$ cat src/dllc_pkg.sv
// Shared types, codes and helpers for the doubly linked list core.
// No dependencies; imported by every module of the block but dllc_ram.
package dllc_pkg;

    localparam int CAPACITY = 16;
    localparam int SLOT_W   = (CAPACITY > 1) ? $clog2(CAPACITY) : 1;
    localparam int IDX_W    = $clog2(CAPACITY + 1);
    localparam int ID_W     = 16;
    localparam int REQ_W    = 3;
    localparam int STAT_W   = 3;

    typedef logic [IDX_W-1:0]  idx_t;
    typedef logic [SLOT_W-1:0] slot_t;
    typedef logic [ID_W-1:0]   id_t;
    typedef logic [REQ_W-1:0]  req_t;
    typedef logic [STAT_W-1:0] stat_t;

    localparam idx_t NULL_IDX = idx_t'(CAPACITY);

    // request codes
    localparam req_t REQ_APPEND   = 3'd0;
    localparam req_t REQ_DELETE   = 3'd1;
    localparam req_t REQ_NEXT     = 3'd2;
    localparam req_t REQ_PREV     = 3'd3;
    localparam req_t REQ_LIST_FWD = 3'd4;
    localparam req_t REQ_LIST_REV = 3'd5;

    // status codes
    localparam stat_t ST_OK       = 3'd0;
    localparam stat_t ST_EMPTY    = 3'd1;
    localparam stat_t ST_NOTFOUND = 3'd2;
    localparam stat_t ST_END      = 3'd3;
    localparam stat_t ST_START    = 3'd4;
    localparam stat_t ST_FULL     = 3'd5;

    // one node of the store
    typedef struct packed {
        id_t  ident;
        idx_t fwd;
        idx_t bwd;
    } node_t;

    // free slot search result
    typedef struct packed {
        logic  found;
        slot_t slot;
    } free_t;

    typedef enum logic [3:0] {
        S_IDLE,
        S_DECODE,
        S_APP_TAIL,
        S_APP_NEW,
        S_DEL_CUR,
        S_DEL_HEAD,
        S_DEL_SRCH,
        S_DEL_PRD,
        S_DEL_PWR,
        S_DEL_NRD,
        S_DEL_NWR,
        S_MOVE,
        S_LIST_OUT,
        S_FIN,
        S_EMIT
    } state_t;

    // an index names a node only if it is in range and the node is in use
    function automatic logic idx_live(idx_t i, logic [CAPACITY-1:0] in_use);
        return (i < NULL_IDX) && in_use[i[SLOT_W-1:0]];
    endfunction

endpackage

$ cat src/dllc_ram.sv
// Generic single-write, single-read RAM with a registered read port.
// No dependencies.
module dllc_ram #(
    parameter int WIDTH = 8,
    parameter int DEPTH = 16
) (
    input  logic                     aclk,
    input  logic                     we,
    input  logic [$clog2(DEPTH)-1:0] waddr,
    input  logic [WIDTH-1:0]         wdata,
    input  logic                     re,
    input  logic [$clog2(DEPTH)-1:0] raddr,
    output logic [WIDTH-1:0]         rdata
);

    logic [WIDTH-1:0] mem [DEPTH];

    // write port
    always_ff @(posedge aclk) begin
        if (we) begin
            mem[waddr] <= wdata;
        end
    end

    // read port: hold data until the next read
    always_ff @(posedge aclk) begin
        if (re) begin
            rdata <= mem[raddr];
        end
    end

endmodule

$ cat src/dllc_free_find.sv
// Lowest free slot finder over the in-use bits.
// Depends on dllc_pkg.
module dllc_free_find
    import dllc_pkg::*;
(
    input  logic [CAPACITY-1:0] in_use,
    output free_t               free_o
);

    // scan from the top so the lowest free slot wins
    always_comb begin
        free_o.found = 1'b0;
        free_o.slot  = '0;
        for (int i = CAPACITY - 1; i >= 0; i--) begin
            if (!in_use[i]) begin
                free_o.found = 1'b1;
                free_o.slot  = slot_t'(i);
            end
        end
    end

endmodule

$ cat src/doubly_linked_list_with_cursor_core.sv
// Channel  Dir  Handshake           tdata         tuser        tlast
// s_       in   s_tvalid/s_tready   entry_id      req_type     -
// m_       out  m_tvalid/m_tready   out_id        status       last
//
// Requests are handled one at a time; s_tready is high only while the sequencer is idle.
// Delete walks the list from the head to find the entry.
// A listing gives one id per beat, or a single empty-status beat when the list is empty.
// One memory read port sets the pace.
// Reset clears the in-use bits and the head, tail and cursor at once.
// A stalled result holds in the output register; the next request is taken meanwhile.
// Top level of the doubly linked list core: sequencer, node RAM and slot finder.
// Depends on dllc_pkg, dllc_ram and dllc_free_find.
module doubly_linked_list_with_cursor_core
    import dllc_pkg::*;
(
    input  logic        aclk,
    input  logic        aresetn,
    input  logic        s_tvalid,
    output logic        s_tready,
    input  logic [15:0] s_tdata,   // [15:0] entry_id
    input  logic [2:0]  s_tuser,   // [2:0] req_type
    output logic        m_tvalid,
    input  logic        m_tready,
    output logic [15:0] m_tdata,   // [15:0] out_id
    output logic [2:0]  m_tuser,   // [2:0] status
    output logic        m_tlast
);

    state_t              state_reg, state_next;
    req_t                req_reg, req_next;
    id_t                 id_reg, id_next;
    idx_t                head_reg, head_next;
    idx_t                tail_reg, tail_next;
    idx_t                cursor_reg, cursor_next;
    logic [CAPACITY-1:0] in_use_reg, in_use_next;
    idx_t                t_reg, t_next;
    slot_t               slot_reg, slot_next;
    idx_t                n_reg, n_next;
    idx_t                p_reg, p_next;
    idx_t                nv_reg, nv_next;
    logic                need_n_reg, need_n_next;
    stat_t               status_reg, status_next;
    logic                hit_reg, hit_next;
    logic                m_tvalid_reg, m_tvalid_next;
    id_t                 m_tdata_reg, m_tdata_next;
    stat_t               m_tuser_reg, m_tuser_next;
    logic                m_tlast_reg, m_tlast_next;

    logic  mem_we, mem_re;
    slot_t mem_waddr, mem_raddr;
    node_t mem_wdata, rd;

    free_t free;

    logic  head_live, tail_live, cur_live, list_live, nb_live, fwd_live;
    logic  dir_fwd, rd_match, out_free, is_head, is_tail, need_p_c, need_n_c;
    idx_t  list_start, nb;

    dllc_ram #(
        .WIDTH ($bits(node_t)),
        .DEPTH (CAPACITY)
    ) u_ram (
        .aclk  (aclk),
        .we    (mem_we),
        .waddr (mem_waddr),
        .wdata (mem_wdata),
        .re    (mem_re),
        .raddr (mem_raddr),
        .rdata (rd)
    );

    dllc_free_find u_free (
        .in_use (in_use_reg),
        .free_o (free)
    );

    // status of the list pointers and the node just read
    always_comb begin
        head_live  = idx_live(head_reg, in_use_reg);
        tail_live  = idx_live(tail_reg, in_use_reg);
        cur_live   = idx_live(cursor_reg, in_use_reg);
        dir_fwd    = (req_reg == REQ_NEXT) || (req_reg == REQ_LIST_FWD);
        list_start = dir_fwd ? head_reg : tail_reg;
        list_live  = idx_live(list_start, in_use_reg);
        nb         = dir_fwd ? rd.fwd : rd.bwd;
        nb_live    = idx_live(nb, in_use_reg);
        fwd_live   = idx_live(rd.fwd, in_use_reg);
        rd_match   = (rd.ident == id_reg);
        out_free   = !m_tvalid_reg || m_tready;
        is_head    = (t_reg == head_reg);
        is_tail    = (t_reg == tail_reg);
        need_p_c   = !is_head && idx_live(rd.bwd, in_use_reg);
        need_n_c   = fwd_live;
    end

    // next state
    always_comb begin
        state_next = state_reg;
        unique case (state_reg)
            S_IDLE: begin
                if (s_tvalid) state_next = S_DECODE;
            end
            S_DECODE: begin
                unique case (req_reg)
                    REQ_APPEND: begin
                        if (!free.found) state_next = S_FIN;
                        else if (head_live && tail_live) state_next = S_APP_TAIL;
                        else state_next = S_APP_NEW;
                    end
                    REQ_DELETE: state_next = cur_live ? S_DEL_CUR : S_DEL_HEAD;
                    REQ_NEXT, REQ_PREV: state_next = cur_live ? S_MOVE : S_FIN;
                    REQ_LIST_FWD, REQ_LIST_REV: state_next = list_live ? S_LIST_OUT : S_FIN;
                    default: state_next = S_FIN;
                endcase
            end
            S_APP_TAIL: state_next = S_APP_NEW;
            S_APP_NEW:  state_next = S_FIN;
            S_DEL_CUR:  state_next = S_DEL_HEAD;
            S_DEL_HEAD: state_next = head_live ? S_DEL_SRCH : S_FIN;
            S_DEL_SRCH: begin
                if (rd_match) begin
                    if (need_p_c) state_next = S_DEL_PRD;
                    else if (need_n_c) state_next = S_DEL_NRD;
                    else state_next = S_FIN;
                end else if (!fwd_live) begin
                    state_next = S_FIN;
                end
            end
            S_DEL_PRD:  state_next = S_DEL_PWR;
            S_DEL_PWR:  state_next = need_n_reg ? S_DEL_NRD : S_FIN;
            S_DEL_NRD:  state_next = S_DEL_NWR;
            S_DEL_NWR:  state_next = S_FIN;
            S_MOVE:     state_next = S_FIN;
            S_LIST_OUT: begin
                if (out_free && !nb_live) state_next = S_IDLE;
            end
            S_FIN:      state_next = S_EMIT;
            S_EMIT: begin
                if (out_free) state_next = S_IDLE;
            end
            default:    state_next = S_IDLE;
        endcase
    end

    assign s_tready = (state_reg == S_IDLE);

    // datapath, memory accesses and result register
    always_comb begin
        req_next      = req_reg;
        id_next       = id_reg;
        head_next     = head_reg;
        tail_next     = tail_reg;
        cursor_next   = cursor_reg;
        in_use_next   = in_use_reg;
        t_next        = t_reg;
        slot_next     = slot_reg;
        n_next        = n_reg;
        p_next        = p_reg;
        nv_next       = nv_reg;
        need_n_next   = need_n_reg;
        status_next   = status_reg;
        hit_next      = hit_reg;
        m_tvalid_next = m_tvalid_reg && !m_tready;
        m_tdata_next  = m_tdata_reg;
        m_tuser_next  = m_tuser_reg;
        m_tlast_next  = m_tlast_reg;
        mem_we        = 1'b0;
        mem_waddr     = '0;
        mem_wdata     = '0;
        mem_re        = 1'b0;
        mem_raddr     = '0;

        unique case (state_reg)
            S_IDLE: begin
                if (s_tvalid) begin
                    req_next = s_tuser;
                    id_next  = s_tdata;
                end
            end
            S_DECODE: begin
                status_next = ST_OK;
                unique case (req_reg)
                    REQ_APPEND: begin
                        slot_next = free.slot;
                        if (!free.found) begin
                            status_next = ST_FULL;
                        end else if (head_live && tail_live) begin
                            mem_re    = 1'b1;
                            mem_raddr = tail_reg[SLOT_W-1:0];
                        end
                    end
                    REQ_DELETE: begin
                        if (cur_live) begin
                            mem_re    = 1'b1;
                            mem_raddr = cursor_reg[SLOT_W-1:0];
                        end
                    end
                    REQ_NEXT, REQ_PREV: begin
                        if (cur_live) begin
                            mem_re    = 1'b1;
                            mem_raddr = cursor_reg[SLOT_W-1:0];
                        end else begin
                            status_next = ST_EMPTY;
                        end
                    end
                    REQ_LIST_FWD, REQ_LIST_REV: begin
                        if (list_live) begin
                            mem_re    = 1'b1;
                            mem_raddr = list_start[SLOT_W-1:0];
                        end else begin
                            status_next = ST_EMPTY;
                        end
                    end
                    default: status_next = ST_OK;
                endcase
            end
            // link the old tail to the new slot
            S_APP_TAIL: begin
                mem_we    = 1'b1;
                mem_waddr = tail_reg[SLOT_W-1:0];
                mem_wdata = '{ident: rd.ident, fwd: idx_t'(slot_reg), bwd: rd.bwd};
            end
            // write the new node and move head, tail and cursor
            S_APP_NEW: begin
                mem_we    = 1'b1;
                mem_waddr = slot_reg;
                mem_wdata = '{ident: id_reg, fwd: NULL_IDX,
                              bwd: head_live ? tail_reg : NULL_IDX};
                in_use_next[slot_reg] = 1'b1;
                tail_next = idx_t'(slot_reg);
                if (!head_live) head_next = idx_t'(slot_reg);
                if (!cur_live) cursor_next = head_live ? head_reg : idx_t'(slot_reg);
            end
            // step the cursor off a matching entry
            S_DEL_CUR: begin
                if (rd_match) cursor_next = rd.fwd;
            end
            S_DEL_HEAD: begin
                if (!head_live) begin
                    status_next = ST_EMPTY;
                end else begin
                    mem_re    = 1'b1;
                    mem_raddr = head_reg[SLOT_W-1:0];
                    t_next    = head_reg;
                end
            end
            // walk from the head; unlink on the first match
            S_DEL_SRCH: begin
                if (rd_match) begin
                    n_next      = rd.fwd;
                    p_next      = rd.bwd;
                    nv_next     = is_head ? NULL_IDX : rd.bwd;
                    need_n_next = need_n_c;
                    in_use_next[t_reg[SLOT_W-1:0]] = 1'b0;
                    if (is_head) begin
                        head_next = rd.fwd;
                        if (!fwd_live) tail_next = NULL_IDX;
                    end else if (is_tail) begin
                        tail_next = rd.bwd;
                    end
                    if (cursor_reg == t_reg) cursor_next = NULL_IDX;
                end else if (fwd_live) begin
                    t_next    = rd.fwd;
                    mem_re    = 1'b1;
                    mem_raddr = rd.fwd[SLOT_W-1:0];
                end else begin
                    status_next = ST_NOTFOUND;
                end
            end
            S_DEL_PRD: begin
                mem_re    = 1'b1;
                mem_raddr = p_reg[SLOT_W-1:0];
            end
            S_DEL_PWR: begin
                mem_we    = 1'b1;
                mem_waddr = p_reg[SLOT_W-1:0];
                mem_wdata = '{ident: rd.ident, fwd: n_reg, bwd: rd.bwd};
            end
            S_DEL_NRD: begin
                mem_re    = 1'b1;
                mem_raddr = n_reg[SLOT_W-1:0];
            end
            S_DEL_NWR: begin
                mem_we    = 1'b1;
                mem_waddr = n_reg[SLOT_W-1:0];
                mem_wdata = '{ident: rd.ident, fwd: rd.fwd, bwd: nv_reg};
            end
            // advance the cursor if a neighbor exists
            S_MOVE: begin
                if (nb_live) begin
                    cursor_next = nb;
                    status_next = ST_OK;
                end else begin
                    status_next = dir_fwd ? ST_END : ST_START;
                end
            end
            // emit one listed id per beat and fetch the next node
            S_LIST_OUT: begin
                if (out_free) begin
                    m_tvalid_next = 1'b1;
                    m_tdata_next  = rd.ident;
                    m_tuser_next  = ST_OK;
                    m_tlast_next  = !nb_live;
                    if (nb_live) begin
                        mem_re    = 1'b1;
                        mem_raddr = nb[SLOT_W-1:0];
                    end
                end
            end
            // fetch the id under the cursor
            S_FIN: begin
                hit_next = cur_live;
                if (cur_live) begin
                    mem_re    = 1'b1;
                    mem_raddr = cursor_reg[SLOT_W-1:0];
                end
            end
            S_EMIT: begin
                if (out_free) begin
                    m_tvalid_next = 1'b1;
                    m_tdata_next  = hit_reg ? rd.ident : '0;
                    m_tuser_next  = status_reg;
                    m_tlast_next  = 1'b1;
                end
            end
            default: begin
                status_next = status_reg;
            end
        endcase
    end

    // control registers
    always_ff @(posedge aclk) begin
        if (!aresetn) begin
            state_reg    <= S_IDLE;
            head_reg     <= NULL_IDX;
            tail_reg     <= NULL_IDX;
            cursor_reg   <= NULL_IDX;
            in_use_reg   <= '0;
            m_tvalid_reg <= 1'b0;
        end else begin
            state_reg    <= state_next;
            head_reg     <= head_next;
            tail_reg     <= tail_next;
            cursor_reg   <= cursor_next;
            in_use_reg   <= in_use_next;
            m_tvalid_reg <= m_tvalid_next;
        end
    end

    // payload registers
    always_ff @(posedge aclk) begin
        req_reg     <= req_next;
        id_reg      <= id_next;
        t_reg       <= t_next;
        slot_reg    <= slot_next;
        n_reg       <= n_next;
        p_reg       <= p_next;
        nv_reg      <= nv_next;
        need_n_reg  <= need_n_next;
        status_reg  <= status_next;
        hit_reg     <= hit_next;
        m_tdata_reg <= m_tdata_next;
        m_tuser_reg <= m_tuser_next;
        m_tlast_reg <= m_tlast_next;
    end

    assign m_tvalid = m_tvalid_reg;
    assign m_tdata  = m_tdata_reg;
    assign m_tuser  = m_tuser_reg;
    assign m_tlast  = m_tlast_reg;

endmodule

$ cat config.mk
export PLATFORM = sky130hd
export DESIGN_NAME = doubly_linked_list_with_cursor_core
export DESIGN_NICKNAME = d
export VERILOG_FILES = /design/src/dllc_pkg.sv /design/src/dllc_ram.sv /design/src/dllc_free_find.sv /design/src/doubly_linked_list_with_cursor_core.sv
export SDC_FILE = /design/constraint.sdc
export NUM_CORES = 1
export LEC_CHECK = 0
export ABC_CLOCK_PERIOD_IN_PS = 3950
export BUFFER_PORTS_ARGS = -buffer_cell sky130_fd_sc_hd__buf_2
export CELL_PAD_IN_SITES_DETAIL_PLACEMENT = 0
export CELL_PAD_IN_SITES_GLOBAL_PLACEMENT = 1
export CORE_ASPECT_RATIO = 1.5
export CORE_MARGIN = 1.5
export CORE_UTILIZATION = 24
export CTS_CLUSTER_SIZE = 12
export DETAILED_ROUTE_END_ITERATION = 7
export GPL_ROUTABILITY_DRIVEN = 0
export PLACE_DENSITY_LB_ADDON = 0.1
export SYNTH_ARGS = -nofsm -noshare
export SYNTH_HDL_FRONTEND = slang
export SYNTH_SLANG_ARGS = --single-unit
export TNS_END_PERCENT = 50
$ cat constraint.sdc
create_clock -name aclk -period 3.95 [get_ports aclk]
set_input_delay 0.5925 -clock aclk [delete_from_list [all_inputs] [get_ports aclk]]
set_output_delay 0.5925 -clock aclk [all_outputs]
set_load 0.02 [all_outputs]
---- Word-level counts from Yosys, hierarchy flattened ----
Memory sizes are Yosys's and may differ from the RTL's. A register that Yosys moved wholly into a read port is not among the register bits.
Cells that the tools add are included.
word-level totals
  logic and storage cells ................. 255
  bits of input ports ..................... 23
  memories ................................ 1
  output and inout bits ................... 22
  register bits ........................... 103
  memory bits (writable) .................. 416
memory list
  memory     words  bits a word  read ports  clocked after memory_dff  wr ports  line            text
  u_ram.mem  16     26           1           1                         1         dllc_ram.sv:16  logic [WIDTH-1:0] mem [DEPTH];
operators by class
  equality and inequality tests ........... 41
  bitwise gates (word level) .............. 3
  reductions and logical operators ........ 47
  muxes and demuxes ....................... 123
  $lt $le $gt $ge ......................... 18
operator list
  cell                  number
  $mux W5               34
  $pmux W26 S4          1
  $mux W4               17
  $mux W16              4
  $pmux W16 S2          2
  $pmux W4 S13          1
  $lt A4 B5 Y1 const B  9
  $lt A5 B5 Y1 const B  7
  $mux W3               11
  $pmux W4 S4           2
  $mux W1               30
  $ne A2 B2 Y1 const B  15
  $pmux W5 S2           3
  $bmux W1 S4           7
  $eq A4 B4 Y1 const B  7
  $pmux W4 S7           1
  $pmux W5 S4           1
  $reduce_and A4 Y1     5
  $and A16 B16 Y16      1
  $eq A16 B16 Y1        1
  $eq A4 B3 Y1 const B  4
  $not A16 Y16          1
  $or A16 B16 Y16       1
  $eq A5 B5 Y1          3
  other kinds (29)      64

---- Longest topological paths before layout ----
  word-level depth ........................ 19
  gate-level depth with buffers ........... 15
  mapped depth without buffers ............ 10

---- By module ----
From an unflattened synthesis, not the netlist that was laid out.
second synthesis, totals
  cells, all modules ...................... 1423
  area total of the unflattened synthesis .. 23578.9 um^2
modules (own cells, without submodules)
  module                               instances  sequential area each (um^2)  area each (um^2)  cells each
  dllc_ram                             1          13272.7                      16637.2           686
  doubly_linked_list_with_cursor_core  1          2732.6                       6777.8            706
  dllc_free_find                       1          0.0                          163.9             31

---- Least setup slack after synthesis ----
No wires, ideal clock.
  path type ............................... register to register
  from .................................... register req_reg[2]
  to ...................................... register u_ram.rdata[0], read port of u_ram.mem (enable)
  arrival ................................. 3.680 ns
  data required time ...................... 3.505 ns
  buffers on the path ..................... 1
  setup time .............................. 0.445 ns
  period minus slack after synthesis ...... 4.125 ns
  stages on the path, launching flop included .. 10
  slack ................................... -0.175 ns
  cells stage by stage .................... edfxtp_1 -> buf_6 -> xnor2_4 -> nor2_4 -> mux2i_1 -> o211a_1 -> o41ai_4 -> nor3_1 -> a21oi_1 -> o21ai_0
between the ends
  word-level cells in the longest chain between the ends .. 9
  elaborated cells between the ends (all ways) .. 29
  those cells by class .................... order compare: 2; eq/ne: 5; mux: 16; reduce/logical: 6
ends and longest elaborated chain
  what                                                 line                                                                                    text
  start: declaration                                   doubly_linked_list_with_cursor_core.sv:30                                               req_t req_reg, req_next;
  start signal: assignment                             doubly_linked_list_with_cursor_core.sv:353                                              req_reg <= req_next;
  $eq A3 B2 Y1 / $eq A3 B3 Y1 (equally long branches)  doubly_linked_list_with_cursor_core.sv:82, doubly_linked_list_with_cursor_core.sv:182
  $logic_or A1 B1 Y1                                   doubly_linked_list_with_cursor_core.sv:82                                               dir_fwd = (req_reg == REQ_NEXT) || (req_reg == REQ_LIST_FWD);
  $mux W5 (on tied branches)                           doubly_linked_list_with_cursor_core.sv:83, doubly_linked_list_with_cursor_core.sv:85
  $bmux W1 S4                                          dllc_pkg.sv:69                                                                          return (i < NULL_IDX) && in_use[i[SLOT_W-1:0]];
  $mux W1 (not written as such)                        dllc_pkg.sv:69
  $logic_and A1 B1 Y1                                  dllc_pkg.sv:69
  $mux W1 (on tied branches)                           doubly_linked_list_with_cursor_core.sv:207, doubly_linked_list_with_cursor_core.sv:304
  $pmux W1 S3 / $mux W1 (equally long branches)        doubly_linked_list_with_cursor_core.sv:182, doubly_linked_list_with_cursor_core.sv:299
  $pmux W1 S6 *                                        doubly_linked_list_with_cursor_core.sv:173                                              unique case (state_reg)
  net mem_re                                           doubly_linked_list_with_cursor_core.sv:49                                               logic mem_we, mem_re;
  end: declaration                                     dllc_ram.sv:13                                                                          output logic [WIDTH-1:0] rdata
The timed path passes the listed nets; every way through them passes the cells marked *. The select of a mux whose other input is x is not followed.
A chain may end at the register's enable or synchronous reset.

---- Final worst setup path ----
  from .................................... register in_use_reg[8]
  to ...................................... register u_ram.rdata[4], read port of u_ram.mem (data pin)
between the ends
  word-level cells in the longest chain between the ends .. 12
  elaborated cells between the ends (all ways) .. 50
  those cells by class .................... mux: 43; reduce/logical: 7
ends and longest elaborated chain
  what                                               line                                        text
  start: declaration                                 doubly_linked_list_with_cursor_core.sv:35   logic [CAPACITY-1:0] in_use_reg, in_use_next;
  start signal: assignment                           doubly_linked_list_with_cursor_core.sv:346  in_use_reg <= in_use_next;
  $mux W5 (9 in a row)                               dllc_free_find.sv:15                        if (!in_use[i]) begin
  $mux W4 / $mux W1 (equally long branches)          doubly_linked_list_with_cursor_core.sv:185  if (!free.found) begin
  $pmux W4 S3 / $pmux W1 S3 (equally long branches)  doubly_linked_list_with_cursor_core.sv:182  unique case (req_reg)
  $pmux W4 S7 / $pmux W1 S6 (equally long branches)  doubly_linked_list_with_cursor_core.sv:173
Several ways; a longest one is shown, not always the timed one. The select of a mux whose other input is x is not followed.

==> run summary <==
status: finished with violations
failing checks: negative setup slack
top cell family by delay on the critical path: simple AND/OR/NAND/NOR gates
CP required: 4.30 ns
1st-iter DRT viols: 981
I/O pin cnt: 45
CORE AREA: 0.0999 mm²
Yosys cell types: 81
number of global-route vias before repair: 16500
Clock Latency Late Sink: 0.65 ns
HPWL after detailed placement: 58800 µm
Avg Cell Area, Syn: 14.3 µm²
Initial Util: 24.2%
remaining global-route overflow: 0
Mapped Nets: 1717
Synth area leaders: edfxtp_1, mux2i_1, dfxtp_1, o22ai_1, nand2_1
# DRC: 0
crit path launch type: flop
share of cells above drive strength 1: 26.2%
final period utilization: 101%
worst setup path category: reg2reg
worst-margin pin slew: 1.22 ns
pre-CTS setup slack: -0.159 ns
leading cell type in the layout, fill and taps excluded: edfxtp_1
vias per cell: 4.83
Die W: 262 µm
CTS Buf Count: 60
Ant. Diodes: 0
number of port buffers: 44
antenna violations before repair: 1
final setup fails: 1
CP Capture Type: flop
hold_ws: 0.112 ns
DRT antenna net count: 0
Avg WL per Cell: 27.1 µm
largest registers in the final layout: u_ram.mem x416, u_ram.rdata x26
fill count: 10000
flop-to-flop setup slack: -0.05 ns
Gate Count Post-Synth: 1694
die area: 0.103 mm²
RSZ-0062 raised after global routing: true
leading area contributor after synthesis: edfxtp_1
gr usage total: 17.0%
PwrDens: 558 mW/mm²
Hold Vio Cnt, Final: 0
commonest cells after routing, fill and taps aside: edfxtp_1, mux2i_1, buf_4
Row Count: 142
area grow syn2layout: 27.2%
Power Total: 17.2 mW
Max Fclk: 0.250 GHz
Crit path top cell by count: buf_4
clock sink total: 545
height of the die: 392 µm
slowest stage cell, crit path: or4_1
Post-Route WL: 89500 µm
CP Data Arrival Time: 4.35 ns
CTS Root Buffer Type: clkbuf_16
max-slew violations: 0
Post-synth EDFFs: 509
LEAKAGE: 11.6 nW
Worst Path Max Fanout: 10
CP cell instances: mux2i_1 > a22oi_1 > nand4b_1 > buf_4 > a2111oi_2 > buf_4 > nand3_1 > o211ai_4 > nor2_4 > buf_4 > buf_6 > clkbuf_16 > buf_4 > mux2i_1 > o22ai_1 > or4_1
slowest stage delay, CP: 0.57 ns
fin crit period: 4.00 ns
Most flops, register: u_ram.mem
max reg flops: 416
setup_tns: -0.0451 ns
post-route cell area: 0.0308 mm²
critical path buffer and inverter count: 6
Vias: 16000
CTS tree: yes
max cap viols: 0
global-route wire length before repair: 125000 µm
YS warnings: 0
largest net degree at the start of global routing: 31
Slew headroom: 17.8%
top-area cell type share of the netlist area: 63.2%
Worst Hold Class: in2reg
DRT Pass-1 Iters: 5
register area share after synthesis: 66.1%
top_reg_cell synth: edfxtp_1
maximum VDD drop: 0.350 mV
flops & latches, synth: 545
Final Skew: 0.0387 ns
Clock Path Buffers: 3
H-tree levels: 2
Post-DP Area: 0.0279 mm²
clock-pin transition on the worst setup and hold timing paths: 0.07 ns
Nets: 1986
fin worst setup slack: -0.0451 ns
Synth Cell Area: 0.0242 mm²
FFs w/ async S/R, synth: 0%
Yosys cell counts, types with 4 or more instances:
cell type  number
a2111oi_0       4
a211o_1         4
a211oi_1       12
a21boi_0       22
a21oi_1        28
a222oi_1        8
a22o_1         18
a22oi_1        18
a311oi_1        7
a31oi_1        11
and2_1         11
and3_1          5
buf_1           7
buf_2          42
buf_4          14
clkbuf_1       49
dfxtp_1        36
edfxtp_1      509
inv_1          19
mux2_2          8
mux2i_1       254
mux4_2         11
nand2_1        90
nand2b_1       23
nand3_1        37
nand3_2         4
nand3b_1        4
nand4_1        10
nor2_1         68
nor2b_1        29
nor3_1         22
nor3b_1         5
o211ai_1       10
o21ai_0        51
o21ai_1         6
o221ai_1        4
o22ai_1       104
o311a_1         4
or2_2           5
or3_1           5
or4_1          25
xnor2_1        24
xor2_1          8
metal layers:
layer | GRT usage (%) | share of wire (%)
met1 | 19.1 | 39
met2 | 33.1 | 55
met3 | 1.72 | 2.7
met4 | 5.77 | 3.1
met5 | 0 | 0
cell families (layout without fill, tap and decap cells):
| family | count (synthesis) | in the layout | share of synthesized area [%] |
|---|---|---|---|
| DFF | 545 | 545 | 66.1 |
| and+or+nand+nor | 362 | 362 | 7.99 |
| AOI/OAI and AO/OA | 344 | 344 | 9.93 |
| muxes | 273 | 273 | 11.9 |
| buffers and inverters | 136 | 449 | 2.64 |
| xor gates and xnor gates | 34 | 34 | 1.39 |
power by group:
group | switching [mW] | leakage (nW) | internal, mW | total, mW
sequential | 0.247 | 5.00 | 7.22 | 7.47
clock | 2.41 | 0.975 | 3.41 | 5.82
combinational | 2.42 | 5.65 | 1.46 | 3.88
total | 5.07 | 11.6 | 12.1 | 17.2
path summary, 6_finish.rpt:
kind	startpoint	endpoint	depth (start not counted)
worst max register to register	in_use_reg[8]$_SDFFE_PN0P_	u_ram.rdata[4]$_DFFE_PP_	16
worst min register to register	m_tvalid$_SDFF_PN0_	m_tvalid$_SDFF_PN0_	2
worst min-delay path	s_tdata[2]	id_reg[2]$_DFFE_PP_	1
worst max-delay path	in_use_reg[8]$_SDFFE_PN0P_	u_ram.rdata[4]$_DFFE_PP_	16
final cells by class:
type / instances / area, µm² / share of cell area, %
Clock buffer: 75 / 1580 / 5.13
Clock inverter: 31 / 433 / 1.41
Inverter: 21 / 78.8 / 0.256
Multi-Input combinational cell: 1013 / 7920 / 25.7
Sequential cell: 545 / 16000 / 52.1
Tap cell: 1296 / 1620 / 5.27
Timing Repair Buffer: 322 / 3120 / 10.1
timing repair:
action                                  4_1_cts  5_1_grt
gates cloned                                  0       10
endpoints found under the setup margin       26       26
buffers inserted                              6       31
resized for setup                            15       57
pin swaps                                     4        9
hold buffers                                  0        0
stage by stage:
step           util, %  std cells
2_1_floorplan        -       1694
3_3_place_gp      27.9       3150
3_5_place_dp      27.9       3150
4_1_cts           30.1       3262
5_1_grt           30.8       3303
6_report          30.8       3303
Power figures use the tool's default switching activity.
